### config.mk
export PLATFORM = sky130hd
export DESIGN_NAME = acpp_queue
export DESIGN_NICKNAME = d
export VERILOG_FILES = /design/src/design/acpp_queue.sv
export SDC_FILE = /design/constraint.sdc
export NUM_CORES = 1
export LEC_CHECK = 0
export BUFFER_PORTS_ARGS = -buffer_cell sky130_fd_sc_hd__buf_2
export CORE_MARGIN = 4
export CORE_UTILIZATION = 52
export DETAILED_ROUTE_END_ITERATION = 10
export PLACE_DENSITY = 0.79
export SLEW_MARGIN = 20
export SYNTH_ARGS = -nofsm -noshare
export SYNTH_HDL_FRONTEND = slang
export SYNTH_SLANG_ARGS = --single-unit
### constraint.sdc
create_clock -name clk -period 2.8 [get_ports clk]
set_input_delay 0.42 -clock clk [delete_from_list [all_inputs] [get_ports clk]]
set_output_delay 0.42 -clock clk [all_outputs]
set_load 0.02 [all_outputs]
### src/design/acpp_queue.sv
`timescale 1ns / 1ps
`default_nettype none
// ----------------------------------------------------------------------------
// acpp_queue
// Two-entry queue that lets the front and back stall independently.
// ----------------------------------------------------------------------------
module acpp_queue #(
  parameter int W = 8
) (
  input  wire logic         clk,
  input  wire logic         rst,
  input  wire logic         in_valid,
  output      logic         in_ready,
  input  wire logic [W-1:0] in_data,
  output      logic         out_valid,
  input  wire logic         out_ready,
  output      logic [W-1:0] out_data
);

  logic [W-1:0] mem [2];
  logic         wr_ptr;
  logic         rd_ptr;
  logic [1:0]   count;
  logic         push;
  logic         pop;

  assign in_ready  = (count != 2'd2);
  assign out_valid = (count != 2'd0);
  assign push      = in_valid && in_ready;
  assign pop       = out_valid && out_ready;
  assign out_data  = mem[rd_ptr];

  always_ff @(posedge clk) begin
    if (rst) begin
      wr_ptr <= 1'b0;
      rd_ptr <= 1'b0;
      count  <= 2'd0;
    end else begin
      if (push) wr_ptr <= !wr_ptr;
      if (pop) rd_ptr <= !rd_ptr;
      case ({push, pop})
        2'b10:   count <= count + 2'd1;
        2'b01:   count <= count - 2'd1;
        default: count <= count;
      endcase
    end
  end

  always_ff @(posedge clk) begin
    if (push) begin
      mem[wr_ptr] <= in_data;
    end
  end

endmodule
`default_nettype wire

==> reports/metrics.csv <==
stage;metric;value;unit
setup_path;critPathMaxStageDelay;530;ps
timing;clock_skew;4.655;ps
die;core_area;0.001366;mm²
timing;relSlewSlack;74.25;%
drt;drtAntennaViolNets;0;
timing;drv_slew;0;
drt;wl_per_cell;14.72;µm
finish;layout_common_cells;buf_2 (21), edfxtp_1 (16), mux2_2 (8), dfxtp_1 (5);
cts;clk_latency;300;ps
placed_design;dpl.cell_count;84;
grt;track_usage;14.06;%
synthesis;synthesis.area;798.3;µm²
die;die_x;47.18;µm
die;pin_count;22;
drt;drc;0;
placed_design;io_buffer_count;21;
drt;met1_length;533;µm
drt;dr.pass1.iters;4;
run_status;status;finished, final reports clean;
timing;fin_tns_setup;0;ps
power_and_ir_drop;pwr-share-clk;15.4;%
hold_path;min_path_cells;1;
power_and_ir_drop;vdd_ir_drop_max;0.5602;mV
timing;hold_viol_final;0;
timing;setup-violations-final;0;
drt;drt-total-wl;1295;µm
power_and_ir_drop;power.density;951.8;mW/mm²
synthesis;syn_avg_cell_area;16.29;µm²
drt;wl_met2;675;µm
cts;post_cts.repair.setup_buffers;0;
placed_design;dp_hpwl;994.8;µm
power_and_ir_drop;leakagePower;0.3743;nW
grt;overflow;0;
cts;cts_root_buf;clkbuf_4;
setup_path;worstPathCellList;mux2_2 -> buf_2;
finish;fin_cells;88;
setup_path;rr_worst_depth;5;
setup_path;path_max_fanout;8;
timing;worst_pin_slew;386.2;ps
synthesis;syn-num-nets;62;
cts;clk_pin_slew;110;ps
drt;top_layer;met4;
drt;dr.first_iter.drc_count;18;
finish;drive_gt1_share;46.58;%
cts;cts_buffers;3;
synthesis;synth_cells;49;
hold_path;min_path_type;input pin to flop;
finish;mostFrequentLayoutCell;buf_2;
grt;grt_max_degree;12;
synthesis;yosysWarnings;0;
cts;cts_tree;yes;
cts;ctsLongestPathBuffers;2;
cts;cts_sinks;21;
power_and_ir_drop;p_sw;300.4;µW
synthesis;ys_ff_latch;21;
power_and_ir_drop;switching_share;33.46;%
drt;vias_per_cell;5.364;
timing;post-route-min-period;1778;ps
setup_path;path_class;flop to output port;
die;num_rows;13;
job;drv_cap;0;
setup_path;startpoint_type;flop;
grt;grt_pass1_wl;2111;µm
drt;num_vias;472;
setup_path;cp_slowest_cell;dfxtp_1;
timing;fin_crit_sh;63.51;%
cts;cts_hold_buf;0;
timing;rsz0062_at_grt;no;
die;die_y;47.18;µm
grt;antenna_found_initial;0;
setup_path;worst_ep_required_time;2380;ps
setup_path;cp-end-kind;output port;
synthesis;ys_seq_area_share;72.73;%
placed_design;gp_congestion;0.7117;
grt;grt_pass1_vias;494;
finish;fin_nets;87;
cts;cts_resized;0;
finish;antennaDiodeCount;0;
die;initial_core_util;58.42;%
drt;wl_met3;60;µm
synthesis;synth_cell_types;19;
die;die-area;0.002226;mm²
power_and_ir_drop;power_frac_comb;35.2;%
cts;h-tree-depth;1;
power_and_ir_drop;seqPwrFrac;49.4;%
power_and_ir_drop;p_int;597.5;µW
setup_path;cp.arrival;1360;ps
finish;syn2layout_area_growth;18.18;%
power_and_ir_drop;finalPower;897.9;µW
timing;fmaxAchievable;562.3;MHz
-- per-layer routing --
| layer | global-route usage [%] | up-vias |
|---|---|---|
| met5 | 0 | - |
| met3 | 2.299 | 3 |
| met1 | 14.71 | 226 |
| li1 | - | 226 |
| met2 | 26.83 | 17 |
| met4 | 6.630 | 0 |
-- worst max-delay path, delay by kind of cell, from the launching register on --
family | cells | cell delay, ps
buf+inv | 1 | 160
flops | 1 | 530
mux | 1 | 380
-- final cells by class --
| cell class | count | area, µm² |
|---|---|---|
| flip-flops and latches | 21 | 580.6 |
| well taps | 15 | 18.77 |
| clock buffers | 4 | 26.28 |
| inverters | 1 | 3.754 |
| fillers | 104 | 422.9 |
| multi-input cells | 26 | 209.0 |
| repair buffers | 21 | 105.1 |
-- stage by stage --
step / hold slack, ps / worst slack, ps / area, µm² / utilization [%]
6_report: 303.0 / 1022 / 943.4 / 69.05
5_1_grt: 292.8 / 951.1 / 943.4 / 69.05
4_1_cts: 299.2 / 995.3 / 943.4 / 69.05
3_5_place_dp: 516.9 / 1232 / 917.1 / 67.12
3_3_place_gp: 507.6 / 1263 / 917.1 / 67.12
2_1_floorplan: 473.8 / 1178 / 798.3 / -
-- power groups by stage --
stage / Clock, mW / Sequential [mW] / Combinational (mW)
4_1_cts: 0.141 / 0.445 / 0.319
6_report: 0.138 / 0.443 / 0.316
3_5_place_dp: 0 / 0.452 / 0.317
5_1_grt: 0.154 / 0.452 / 0.344
2_1_floorplan: 0 / 0.428 / 0.249
3_3_place_gp: 0 / 0.449 / 0.311
-- cell usage after synthesis, drive strengths merged --
library cell  number  area (µm²)
edfxtp            16       480.5
mux2               8       90.09
dfxtp              5       100.1
nor2               3       11.26
a21oi              2       10.01
xnor2              2       17.52
a21bo              1       10.01
and3               1       6.260
buf                1       5.000
ha                 1       12.51
inv                1       3.750
nand2              1       3.750
nand2b             1       6.260
nand3b             1       7.510
o21a               1       7.510
o21ai              1       5.000
or2                1       6.260
or3                1       6.260
xor2               1       8.760
-- flip-flops by register name (all words and copies together) (netlist names), named ones only --
register / flops
count: 2
rd_ptr: 1
mem: 16
wr_ptr: 1
-- final timing paths --
| check | slack [ps] | end | startpoint |
|---|---|---|---|
| setup / recovery | 1020 | out_data[1] | flop |
| hold / removal | 300 | mem[1][6] | in_data[6] |
| setup reg to reg | 1200 | count[1] | count[0] |
| hold reg to reg | 540 | count[1] | count[1] |
-- cell families (layout without fill, tap and decap cells) --
family          after synthesis  after routing  share of synthesized area (%)
flops                        21             21                          72.73
simple gates                  9              9                          5.958
mux                           8              8                          11.29
compound gates                5              5                          4.075
xor+xnor                      3              3                          3.292
buf+inv                       2             26                          1.096
fa+ha+maj                     1              1                          1.567
Note: power is estimated with default switching activity, not from simulation.
