`src/design/acpp_front.sv`:
```
`timescale 1ns / 1ps
`default_nettype none
// ----------------------------------------------------------------------------
// acpp_front
// Accepts a raw sample with its range, centers it and flags an empty range
// or a saturating sample ahead of the division.
// ----------------------------------------------------------------------------
module acpp_front #(
  parameter int S = 16,
  parameter int F = 15,
  parameter int W = 2 * S + F + 4
) (
  input  wire logic                clk,
  input  wire logic                rst,
  input  wire logic                in_valid,
  output      logic                in_ready,
  input  wire logic signed [S-1:0] raw_sample,
  input  wire logic signed [S-1:0] range_min,
  input  wire logic signed [S-1:0] range_max,
  output      logic                out_valid,
  input  wire logic                out_ready,
  output      logic [W-1:0]        out_data
);

  localparam int AW = S + 1 + F;

  logic signed [S+1:0] n_c;
  logic signed [S:0]   diff_c;
  logic [S-1:0]        span_c;
  logic [S:0]          nmag_c;
  logic [AW-1:0]       a_c;
  logic                zero_c;
  logic                sat_c;

  always_comb begin
    n_c    = ((S+2)'(raw_sample) <<< 1) - (S+2)'(range_min) - (S+2)'(range_max);
    diff_c = (S+1)'(range_max) - (S+1)'(range_min);
    span_c = diff_c[S] ? S'(-diff_c) : S'(diff_c);
    nmag_c = n_c[S+1] ? (S+1)'(-n_c) : (S+1)'(n_c);
    zero_c = (span_c < S'(2));
    sat_c  = (nmag_c >= {1'b0, span_c});
    // Rounding offset of half the divisor is folded into the dividend.
    a_c    = AW'({nmag_c, {F{1'b0}}}) + AW'(span_c[S-1:1]);
  end

  assign in_ready = !out_valid || out_ready;

  always_ff @(posedge clk) begin
    if (rst) begin
      out_valid <= 1'b0;
    end else if (in_ready) begin
      out_valid <= in_valid;
    end
  end

  always_ff @(posedge clk) begin
    if (in_ready && in_valid) begin
      out_data <= {a_c, span_c, n_c[S+1], zero_c, sat_c};
    end
  end

endmodule
`default_nettype wire

```
`config.mk`:
```
export PLATFORM = sky130hd
export DESIGN_NAME = acpp_front
export DESIGN_NICKNAME = d
export VERILOG_FILES = /design/src/design/acpp_front.sv
export SDC_FILE = /design/constraint.sdc
export NUM_CORES = 1
export LEC_CHECK = 0
export BUFFER_PORTS_ARGS = -buffer_cell sky130_fd_sc_hd__buf_2
export CORE_UTILIZATION = 30
export CTS_CLUSTER_SIZE = 20
export DETAILED_ROUTE_END_ITERATION = 10
export PLACE_DENSITY = 0.55
export SLEW_MARGIN = 10
export SYNTH_ARGS = -nofsm -noshare
export SYNTH_HDL_FRONTEND = slang
export SYNTH_SLANG_ARGS = --single-unit
export TNS_END_PERCENT = 100
```
`constraint.sdc`:
```
create_clock -name clk -period 9.2 [get_ports clk]
set_input_delay 1.38 -clock clk [delete_from_list [all_inputs] [get_ports clk]]
set_output_delay 1.38 -clock clk [all_outputs]
set_load 0.05 [all_outputs]
```
==> impl_metrics.env <==
export IMPL_synth_area_top_cells="edfxtp_1 (23%), ha_1 (18%), fa_1 (7.1%)"
export IMPL_vdd_drop_max_uv=129
export IMPL_syn_area_mm2=0.00479
export IMPL_hpwl_um=9910
export IMPL_routedWlPerCell_um=13.7
export IMPL_whs_ps=505
export IMPL_tightest_slew_ps=1120
export IMPL_cts_tree="built"
export IMPL_via_per_inst=4.78
export IMPL_seqPwrFrac=0.202
export IMPL_worstReg2RegStart="out_valid"
export IMPL_finalHoldViolCount=0
export IMPL_p_switching_w=0.000724
export IMPL_max_cap_violations=0
export IMPL_critical_path_max_fanout=17
export IMPL_finalWirelength_um=11400
export IMPL_reg2reg_slack_ps=7920
export IMPL_power_internal_w=0.000683
export IMPL_p_leak_nw=2.59
export IMPL_cts_setup_buffers=0
export IMPL_rr_worst_depth=3
export IMPL_post_cts_resize_count=0
export IMPL_ys_types=65
export IMPL_drtIter0Drc=190
export IMPL_synth_cells=528
export IMPL_most_common_layout_cells="buf_2 (104), inv_1 (71), ha_1 (68), nor2_1 (40), edfxtp_1 (36)"
export IMPL_die_y_um=128
export IMPL_finalPower_w=0.00141
export IMPL_grt_overflow=0
export IMPL_cts_hold_buf=0
export IMPL_ant_nets=0
export IMPL_clk_latency_ps=270
export IMPL_die_area_mm2=0.0165
export IMPL_area_growth_pct=16.6
export IMPL_antenna_found_initial=0
export IMPL_cts_buffers=5
export IMPL_dp_cells=825
export IMPL_start_kind="input pin"
export IMPL_grt_max_degree=37
export IMPL_initial_core_util=0.312
export IMPL_setup_viol=0
export IMPL_synth_top_area_share=0.226
export IMPL_synthFlopType="edfxtp_1"
export IMPL_antenna_cells=0
export IMPL_fin_skew_ps=3.55
export IMPL_synth_area_per_cell_um2=9.07
export IMPL_synthArstFlopShare=0
export IMPL_cts_sinks=37
export IMPL_drc_errors=0
export IMPL_p_sw_frac=0.515
export IMPL_rsz0062_at_grt="false"
export IMPL_pwr_share_clk=0.112
export IMPL_yosysSeqAreaShare=0.230
export IMPL_ios=105
export IMPL_drv_slew=0
export IMPL_r2r_end="out_data[22]"
export IMPL_ys_ff_latch=37
export IMPL_rows=45
export IMPL_worstSetupEndpointType="flop"
export IMPL_globalRouteTotalUtil=0.137
export IMPL_hold_path_class="flop to flop"
export IMPL_synth_fp_nets=665
export IMPL_yosys_area_top_type="edfxtp_1"
export IMPL_clockRootBuffer="clkbuf_16"
export IMPL_grt_pass1_wl_um=18100
export IMPL_holdPathStages=2
export IMPL_holdPathEnd="out_valid"
export IMPL_fin_nets=758
export IMPL_die_x_um=128
export IMPL_tns_ps=0
export IMPL_yosys_warnings=0
export IMPL_path_class="input pin to flop"
export IMPL_timing_fmax_mhz=155
export IMPL_vias=3982
export IMPL_synth_edf_count=36
export IMPL_final_common_cell="buf_2"
export IMPL_relSlewSlack=0.250
export IMPL_drtPass1Iterations=4
export IMPL_gp_congestion=0.817
export IMPL_drive_gt1_frac=0.209
export IMPL_finalCritPeriodShare=0.703
export IMPL_clk_pin_slew_ps=50
export IMPL_status="completed"
export IMPL_numPortBuffers=104
export IMPL_critPathRequiredTime_ps=9210
export IMPL_power_density_mw_per_mm2=252
export IMPL_grt_pass1_vias=3808
export IMPL_combPwrFrac=0.685
export IMPL_hold_start="out_valid"
export IMPL_coreArea_mm2=0.0154
export IMPL_cp_arrival_ps=6480
export IMPL_layoutNonFillerInstCount=833
export IMPL_post_route_min_period_ps=6460
export IMPL_utilization=0.363
export IMPL_clock_path_buffers=2
export IMPL_cts_max_level=2
export IMPL_nFillCells=1602
## power by group through the flow
stage / Combinational, W / Clock [W] / Sequential (W)
floorplan: 0.000567 / 0 / 0.000466
global placement: 0.000941 / 0 / 0.000290
detailed placement: 0.000961 / 0 / 0.000291
CTS: 0.000965 / 0.000162 / 0.000287
global route: 0.00105 / 0.000169 / 0.000290
finish: 0.000964 / 0.000158 / 0.000285
## worst max path at each step
stage / start / end / slack, ps / depth (start not counted)
floorplan: range_min[2] / out_data[0] / 3420 / 24
global placement: range_min[2] / out_data[0] / 2730 / 22
detailed placement: range_min[4] / out_data[0] / 2450 / 22
CTS: range_min[4] / out_data[0] / 2750 / 22
global route: range_min[5] / out_data[0] / 2250 / 22
finish: range_min[4] / out_data[0] / 2740 / 22
## cells in the mapped netlist (5+ instances only)
cell type   n
inv_1      71
ha_1       68
nor2_1     40
edfxtp_1   36
a21oi_1    31
xnor2_1    26
xor2_1     26
o21ai_0    21
nand2_1    18
fa_1       17
buf_4      15
a31oi_1    12
nor2b_1    11
nor3_1     10
o21a_1     10
nand2b_1    8
nand4_1     7
a211oi_1    5
a21o_1      5
and2_1      5
nand3_1     5
## worst max-delay path: stages
cell and delay (ps):
buf_2 100, inv_1 100, fa_1 450, ha_1 390, a21oi_1 90, o21ai_0 210, o21ba_2 190, o21ai_1 330
nand3_1 140, a21oi_1 160, o22ai_1 110, xor2_1 880, inv_1 260, nand2_1 140, xor2_1 230, ha_1 290
nand4_1 120, nor2_1 50, a2111oi_0 360, a31oi_1 130, a211oi_1 260, o21ai_1 100
## sequential cells by signal (all words and copies together) (netlist names)
| signal | count |
|---|---|
| out_data | 36 |
| out_valid | 1 |
## cell families (layout without fill, tap and decap cells)
| kind of cell | Yosys count | after routing | synth area share |
|---|---|---|---|
| muxes | 3 | 3 | 0.00679 |
| AOI/OAI and AO/OA | 123 | 123 | 0.174 |
| DFF | 37 | 37 | 0.230 |
| and+or+nand+nor | 136 | 136 | 0.152 |
| buffers and inverters | 90 | 184 | 0.0838 |
| xor gates and xnor gates | 54 | 54 | 0.104 |
| adders and majority gates | 85 | 85 | 0.249 |
## per-layer routing
layer / vias up / track usage / wire length [um]
met1: 1866 / 0.182 / 5670
li1: 2020 / - / -
met4: 0 / 0.0311 / 94
met5: - / 0 / 0
met2: 89 / 0.242 / 5250
met3: 7 / 0.0116 / 365
## metrics by stage
stage | instance area, um2 | worst slack (ps)
3_5_place_dp | 5450 | 2450
5_1_grt | 5590 | 2250
6_report | 5590 | 2740
2_1_floorplan | 4790 | 3420
3_3_place_gp | 5450 | 2730
4_1_cts | 5590 | 2750
## layout make-up
cell class | instances | area (um2) | share of cell area
multi-input cells | 401 | 3290 | 0.589
repair buffers | 105 | 528 | 0.0945
inverters | 71 | 267 | 0.0477
clock inverters | 2 | 10.0 | 0.00179
well taps | 211 | 264 | 0.0473
flip-flops and latches | 37 | 1100 | 0.197
clock buffers | 6 | 129 | 0.0231
No activity file was read; power rests on OpenSTA's default activity.
